<file path="config.mk">
export PLATFORM = sky130hd
export DESIGN_NAME = bcu_back
export DESIGN_NICKNAME = d
export VERILOG_FILES = /design/src/sv/bcu_pkg.sv /design/src/sv/bcu_back.sv
export SDC_FILE = /design/constraint.sdc
export NUM_CORES = 1
export LEC_CHECK = 0
export BUFFER_PORTS_ARGS = -buffer_cell sky130_fd_sc_hd__buf_2
export CAP_MARGIN = 15
export CORE_ASPECT_RATIO = 1.4
export CORE_MARGIN = 3
export CORE_UTILIZATION = 55
export DETAILED_ROUTE_END_ITERATION = 12
export GPL_ROUTABILITY_DRIVEN = 0
export GPL_TIMING_DRIVEN = 0
export PLACE_DENSITY = 0.78
export SLEW_MARGIN = 20
export SYNTH_ARGS = -nofsm -noshare
export SYNTH_HDL_FRONTEND = slang
export SYNTH_SLANG_ARGS = --single-unit
export TNS_END_PERCENT = 10
</file>
<file path="constraint.sdc">
create_clock -name clk_i -period 19.8 [get_ports clk_i]
set_clock_uncertainty 0.2 [all_clocks]
set_input_delay 3.96 -clock clk_i [delete_from_list [all_inputs] [get_ports clk_i]]
set_output_delay 3.96 -clock clk_i [all_outputs]
set_load 0.01 [all_outputs]
</file>
<file path="src/sv/bcu_pkg.sv">
// bcu_pkg: shared constants, width helpers and types for the block color uniformity test
// used by every module of the block; no dependencies
`default_nettype none

package bcu_pkg;

  localparam int unsigned MAX_SIDE_DEF = 64;
  localparam int unsigned PIX_W        = 8;
  localparam int unsigned ERR_W        = 16;
  localparam int unsigned SIDE_REG_W   = 7;
  localparam int unsigned QUEUE_DEPTH  = 2;

  // configuration port
  localparam int unsigned CFG_IDX_W  = 2;
  localparam int unsigned CFG_DATA_W = 16;
  localparam logic [CFG_IDX_W-1:0] CFG_THRESHOLD  = 2'd0;
  localparam logic [CFG_IDX_W-1:0] CFG_BLOCK_SIDE = 2'd1;

  // pixel count width: holds up to max_side squared
  function automatic int unsigned cnt_w(input int unsigned max_side);
    return $clog2(max_side * max_side + 1);
  endfunction

  // width of one block snapshot: count, three sums, three sums of squares
  function automatic int unsigned snap_w(input int unsigned max_side);
    int unsigned cw;
    cw = cnt_w(max_side);
    return cw + 3 * (cw + PIX_W) + 3 * (cw + 2 * PIX_W);
  endfunction

  typedef struct packed {
    logic             is_uniform;
    logic [PIX_W-1:0] mean_red;
    logic [PIX_W-1:0] mean_green;
    logic [PIX_W-1:0] mean_blue;
    logic [ERR_W-1:0] block_error;
  } res_t;

  typedef struct packed {
    logic full;
    logic empty;
  } qstat_t;

endpackage

`default_nettype wire

</file>
<file path="src/sv/bcu_back.sv">
// bcu_back: per-block arithmetic; channel means by an 8-step divider, deviation from
// the sums with one multiplier, error by a 16-step divide; holds the result register; uses bcu_pkg
`default_nettype none

module bcu_back
  import bcu_pkg::*;
#(
  parameter int unsigned MAX_SIDE = MAX_SIDE_DEF
) (
  input  wire logic                         clk_i,
  input  wire logic                         rst_ni,
  input  wire logic                         q_empty_i,
  input  wire logic [snap_w(MAX_SIDE)-1:0]  q_data_i,
  output logic                              q_pop_o,
  input  wire logic [CFG_DATA_W-1:0]        threshold_i,
  input  wire logic                         pop,
  output logic                              empty,
  output res_t                              res_o
);

  localparam int unsigned CNT_W  = cnt_w(MAX_SIDE);
  localparam int unsigned SUM_W  = CNT_W + PIX_W;
  localparam int unsigned SQ_W   = CNT_W + 2 * PIX_W;
  localparam int unsigned TOT_W  = SQ_W + 2;
  localparam int unsigned REM_W  = CNT_W + 2;
  localparam int unsigned STEP_W = $clog2(ERR_W);
  localparam int unsigned PROD_W = SUM_W + 1 + PIX_W;

  typedef enum logic [2:0] {
    ST_IDLE,
    ST_SETUP,
    ST_MDIV,
    ST_MUL,
    ST_ACC,
    ST_ESET,
    ST_EDIV,
    ST_OUT
  } state_e;

  state_e              state_q;
  logic                out_valid_q;
  logic [1:0]          ch_q;
  logic [STEP_W-1:0]   step_q;

  logic [CNT_W-1:0]    n_q;
  logic [SUM_W-1:0]    s_q [3];
  logic [SQ_W-1:0]     sqs_q [3];
  logic [PIX_W-1:0]    mean_q [3];
  logic [REM_W-1:0]    rem_q;
  logic [ERR_W-1:0]    quo_q;
  logic [SQ_W-1:0]     prod_q;
  logic [TOT_W-1:0]    tot_q;
  res_t                res_q;

  // divider step
  logic [REM_W-1:0]    n3;
  logic [REM_W-1:0]    dvsr;
  logic [REM_W:0]      trial;
  logic                ge;
  logic [REM_W-1:0]    rem_nx;
  logic [ERR_W-1:0]    quo_nx;
  logic [SUM_W:0]      s_plus_r;
  logic [PROD_W-1:0]   prod_full;
  logic [SQ_W-1:0]     dev;
  logic                out_free;

  assign n3     = REM_W'({n_q, 1'b0}) + REM_W'(n_q);
  assign dvsr   = (state_q == ST_EDIV) ? n3 : REM_W'(n_q);
  assign trial  = {rem_q, quo_q[ERR_W-1]};
  assign ge     = trial >= {1'b0, dvsr};
  assign rem_nx = ge ? REM_W'(trial - {1'b0, dvsr}) : REM_W'(trial);
  assign quo_nx = {quo_q[ERR_W-2:0], ge};

  // with r = s mod n the channel deviation n*m*m + q - 2*m*s reduces to q - m*(s + r)
  assign s_plus_r  = {1'b0, s_q[ch_q]} + (SUM_W + 1)'(rem_q[CNT_W-1:0]);
  assign prod_full = mean_q[ch_q] * s_plus_r;
  assign dev       = sqs_q[ch_q] - prod_q;

  assign out_free = !out_valid_q || pop;
  assign q_pop_o  = (state_q == ST_IDLE) && !q_empty_i;
  assign empty    = !out_valid_q;
  assign res_o    = res_q;

  always_ff @(posedge clk_i or negedge rst_ni) begin
    if (!rst_ni) begin
      state_q     <= ST_IDLE;
      out_valid_q <= 1'b0;
      ch_q        <= '0;
      step_q      <= '0;
    end else begin
      // in the output state a pop is covered by the refill below
      if (pop && state_q != ST_OUT) begin
        out_valid_q <= 1'b0;
      end
      case (state_q)
        ST_IDLE: begin
          if (!q_empty_i) begin
            ch_q    <= '0;
            state_q <= ST_SETUP;
          end
        end
        ST_SETUP: begin
          step_q  <= '0;
          state_q <= ST_MDIV;
        end
        ST_MDIV: begin
          step_q <= step_q + STEP_W'(1);
          if (step_q == STEP_W'(PIX_W - 1)) begin
            state_q <= ST_MUL;
          end
        end
        ST_MUL: begin
          state_q <= ST_ACC;
        end
        ST_ACC: begin
          if (ch_q == 2'd2) begin
            state_q <= ST_ESET;
          end else begin
            ch_q    <= ch_q + 2'd1;
            state_q <= ST_SETUP;
          end
        end
        ST_ESET: begin
          step_q  <= '0;
          state_q <= ST_EDIV;
        end
        ST_EDIV: begin
          step_q <= step_q + STEP_W'(1);
          if (step_q == STEP_W'(ERR_W - 1)) begin
            state_q <= ST_OUT;
          end
        end
        ST_OUT: begin
          if (out_free) begin
            out_valid_q <= 1'b1;
            state_q     <= ST_IDLE;
          end
        end
        default: begin
          state_q <= ST_IDLE;
        end
      endcase
    end
  end

  // datapath registers
  always_ff @(posedge clk_i) begin
    case (state_q)
      ST_IDLE: begin
        if (!q_empty_i) begin
          n_q   <= q_data_i[3*SQ_W+3*SUM_W +: CNT_W];
          tot_q <= '0;
          for (int c = 0; c < 3; c++) begin
            s_q[c]   <= q_data_i[3*SQ_W + (2-c)*SUM_W +: SUM_W];
            sqs_q[c] <= q_data_i[(2-c)*SQ_W +: SQ_W];
          end
        end
      end
      ST_SETUP: begin
        // the mean fits in 8 bits, so the top of the sum is already below n
        rem_q <= REM_W'(s_q[ch_q][SUM_W-1:PIX_W]);
        quo_q <= {s_q[ch_q][PIX_W-1:0], (ERR_W - PIX_W)'(0)};
      end
      ST_MDIV: begin
        rem_q <= rem_nx;
        quo_q <= quo_nx;
        if (step_q == STEP_W'(PIX_W - 1)) begin
          mean_q[ch_q] <= quo_nx[PIX_W-1:0];
        end
      end
      ST_MUL: begin
        prod_q <= prod_full[SQ_W-1:0];
      end
      ST_ACC: begin
        tot_q <= tot_q + TOT_W'(dev);
      end
      ST_ESET: begin
        // error stays below 2^16, so the upper part of the total is below 3n
        rem_q <= tot_q[ERR_W +: REM_W];
        quo_q <= tot_q[ERR_W-1:0];
      end
      ST_EDIV: begin
        rem_q <= rem_nx;
        quo_q <= quo_nx;
      end
      ST_OUT: begin
        if (out_free) begin
          res_q.is_uniform  <= quo_q <= threshold_i;
          res_q.mean_red    <= mean_q[0];
          res_q.mean_green  <= mean_q[1];
          res_q.mean_blue   <= mean_q[2];
          res_q.block_error <= quo_q;
        end
      end
      default: begin
      end
    endcase
  end

endmodule

`default_nettype wire

</file>
==> metrics.txt <==
hpwl dp 45.7 mm; Critical Path End Type flop; Final period util 0.499; DRT met1 WL 20.5 mm; WL/cell 19.6 um; WS Path Type reg2reg; CP max stage cell xnor2_1; Worst Tran Pin Value 1.11 ns; clk root buf clkbuf_16; Max-Cap Viols 0; Max Slew Vio Count 0; FMAX 101 MHz; CP max stage delay 0.69 ns; TNS Setup 0 ns; Yosys reg bits 337; fin crit period 9.88 ns; Yosys top cell area share 0.430; Post-synth top flop edfxtp_1; chip width 178 um; global-route wire length before repair 89.7 mm; Skew-Pair Late Insertion Delay 0.56 ns; Sinks on Clock Net 337; sequential area share after synthesis 0.441; status finished clean; largest net degree at the start of global routing 32; Die ar. 0.0441 mm^2; Max Used Layer met5; WL met2 28.8 mm; row count 87; Initial DRT Pass Iterations 6; post-CTS setup buffers 0; crit path DAT 9.96 ns; initial antenna violation count 1; Hold WC Path Type reg2reg; Cells after Synth 2,086; Max-slew headroom 0.252; final setup fails 0; area grow syn2layout 13.5%; H-tree levels 2; Max FO, Critical Path 10; RSZ-0062 raised after global routing no; Core Area 0.0406 mm^2; met3 WL 3.75 mm; Num CTS Buffers 35; I/O pin total 226; cell accounting for the most synthesized area edfxtp_1; CTS Buffer Depth 3; Post-synth EDFFs 327; final WL 57.3 mm; CTS tree yes; routed vias/inst 5.74; number of global-route vias before repair 17,500; Initial Util 0.563; die height 247 um; Post-synth top cells edfxtp_1, nor2_1, inv_1, ha_1; All-Layer GR Usage 0.262; CP required 19.89 ns; Area contributors post-synth edfxtp_1, fa_1, ha_1; average size of a mapped cell 11.0 um^2; register clock-pin slew on the reported worst setup and hold paths 0.06 ns; Post-DRT Antenna Nets 0; gr ovfl total 0; DRT iter0 DRCs 1,323; post-synthesis cell area 0.0228 mm^2; DRC violations left 0; Vias 16,800; CTS Hold Bufs 0; ANT cells 0; kind of start point of the critical path flop; crit-path most repeated cell a21oi_1; layout cell share with drive strength beyond 1 0.152; Mapped Nets 2,564; post-synth cell types 77; Final Hold Viols 0; PostCTS Resize Cnt 0; Port Buffer Count 225; synth warn 0; Final nets 2,838; cell with the most instances after synthesis edfxtp_1; ys async rst share 0.0297
==> worst max-delay path: cells and delay by family (launching register included) <==
kind,cells,cell delay (ns)
compound gates,14,3.22
fa+ha+maj,6,2.72
buf+inv,7,1.69
xor+xnor,1,0.69
simple gates,4,0.43
flops,1,0.40
mux,1,0.24
==> final timing paths <==
check	start	to	slack, ns	depth (start not counted)
setup / recovery	ch_q[1]$_DFFE_PN0P_	prod_q[25]$_DFFE_PN_	9.92	33
hold / removal	mean_q[2][5]$_DFFE_PP_	res_o[21]$_DFFE_PP_	0.25	0
setup reg to reg	ch_q[1]$_DFFE_PN0P_	prod_q[25]$_DFFE_PN_	9.92	33
hold reg to reg	mean_q[2][5]$_DFFE_PP_	res_o[21]$_DFFE_PP_	0.25	0
max in group asynchronous	rst_ni	ch_q[1]$_DFFE_PN0P_	16.05	1
min in group asynchronous	rst_ni	state_q[2]$_DFFE_PN0P_	3.09	1
==> routing by layer <==
metal,up-vias,global-route usage
li1,7875,-
met1,7978,0.295
met2,710,0.457
met3,191,0.0453
met4,2,0.167
met5,-,0
==> registers in the layout (all words and copies together) (netlist names) <==
name / flops
sqs_q: 87
s_q: 63
res_o: 41
mean_q: 32
tot_q: 31
prod_q: 29
quo_q: 16
rem_q: 15
n_q: 13
step_q: 4
state_q: 3
ch_q: 2
out_valid_q: 1
==> stage by stage <==
stage	std cells	setup WS, ns	hold slack (ns)	util	instance area (um^2)
floorplan	2086	5.35	0.222	-	22900
global placement	2845	2.20	0.227	0.607	24600
detailed placement	2857	10.06	0.235	0.612	24800
CTS	2920	10.01	0.249	0.638	25900
global route	2920	9.35	0.263	0.638	25900
finish	2920	9.92	0.248	0.638	25900
==> layout by cell type (no fill, tap or decap), drive strengths merged, types with 25 or more instances in the layout <==
master  instances
fa            124
o21ai         117
nor3           25
mux2i          80
xnor2          66
a21oi         102
xor2           43
a21o           47
nor2          261
or2            33
clkbuf         89
nand3          42
buf           252
edfxtp        327
nand2         124
ha            171
inv           218
==> cells by family (layout without fill, tap and decap cells) <==
logic type | Yosys count | in the layout | synth area share
AOI/OAI and AO/OA | 398 | 398 | 0.111
adders and majority gates | 295 | 295 | 0.202
and+or+nand+nor | 580 | 580 | 0.116
DFF | 337 | 337 | 0.441
buffers and inverters | 276 | 576 | 0.0467
xor gates and xnor gates | 109 | 109 | 0.0428
muxes | 91 | 91 | 0.0406
==> area by class of cell <==
type	count	area [um^2]
Inverter	216	811
Buffer	60	256
Tap cell	534	668
Timing Repair Buffer	237	1300
Sequential cell	337	10100
Multi-Input combinational cell	1473	11700
Clock buffer	44	931
Fill cell	3090	14700
Clock inverter	19	148
Power is left out: the tool's default activity adds up to more than one toggle a clock period on the data nets, which glitch-free logic cannot reach.
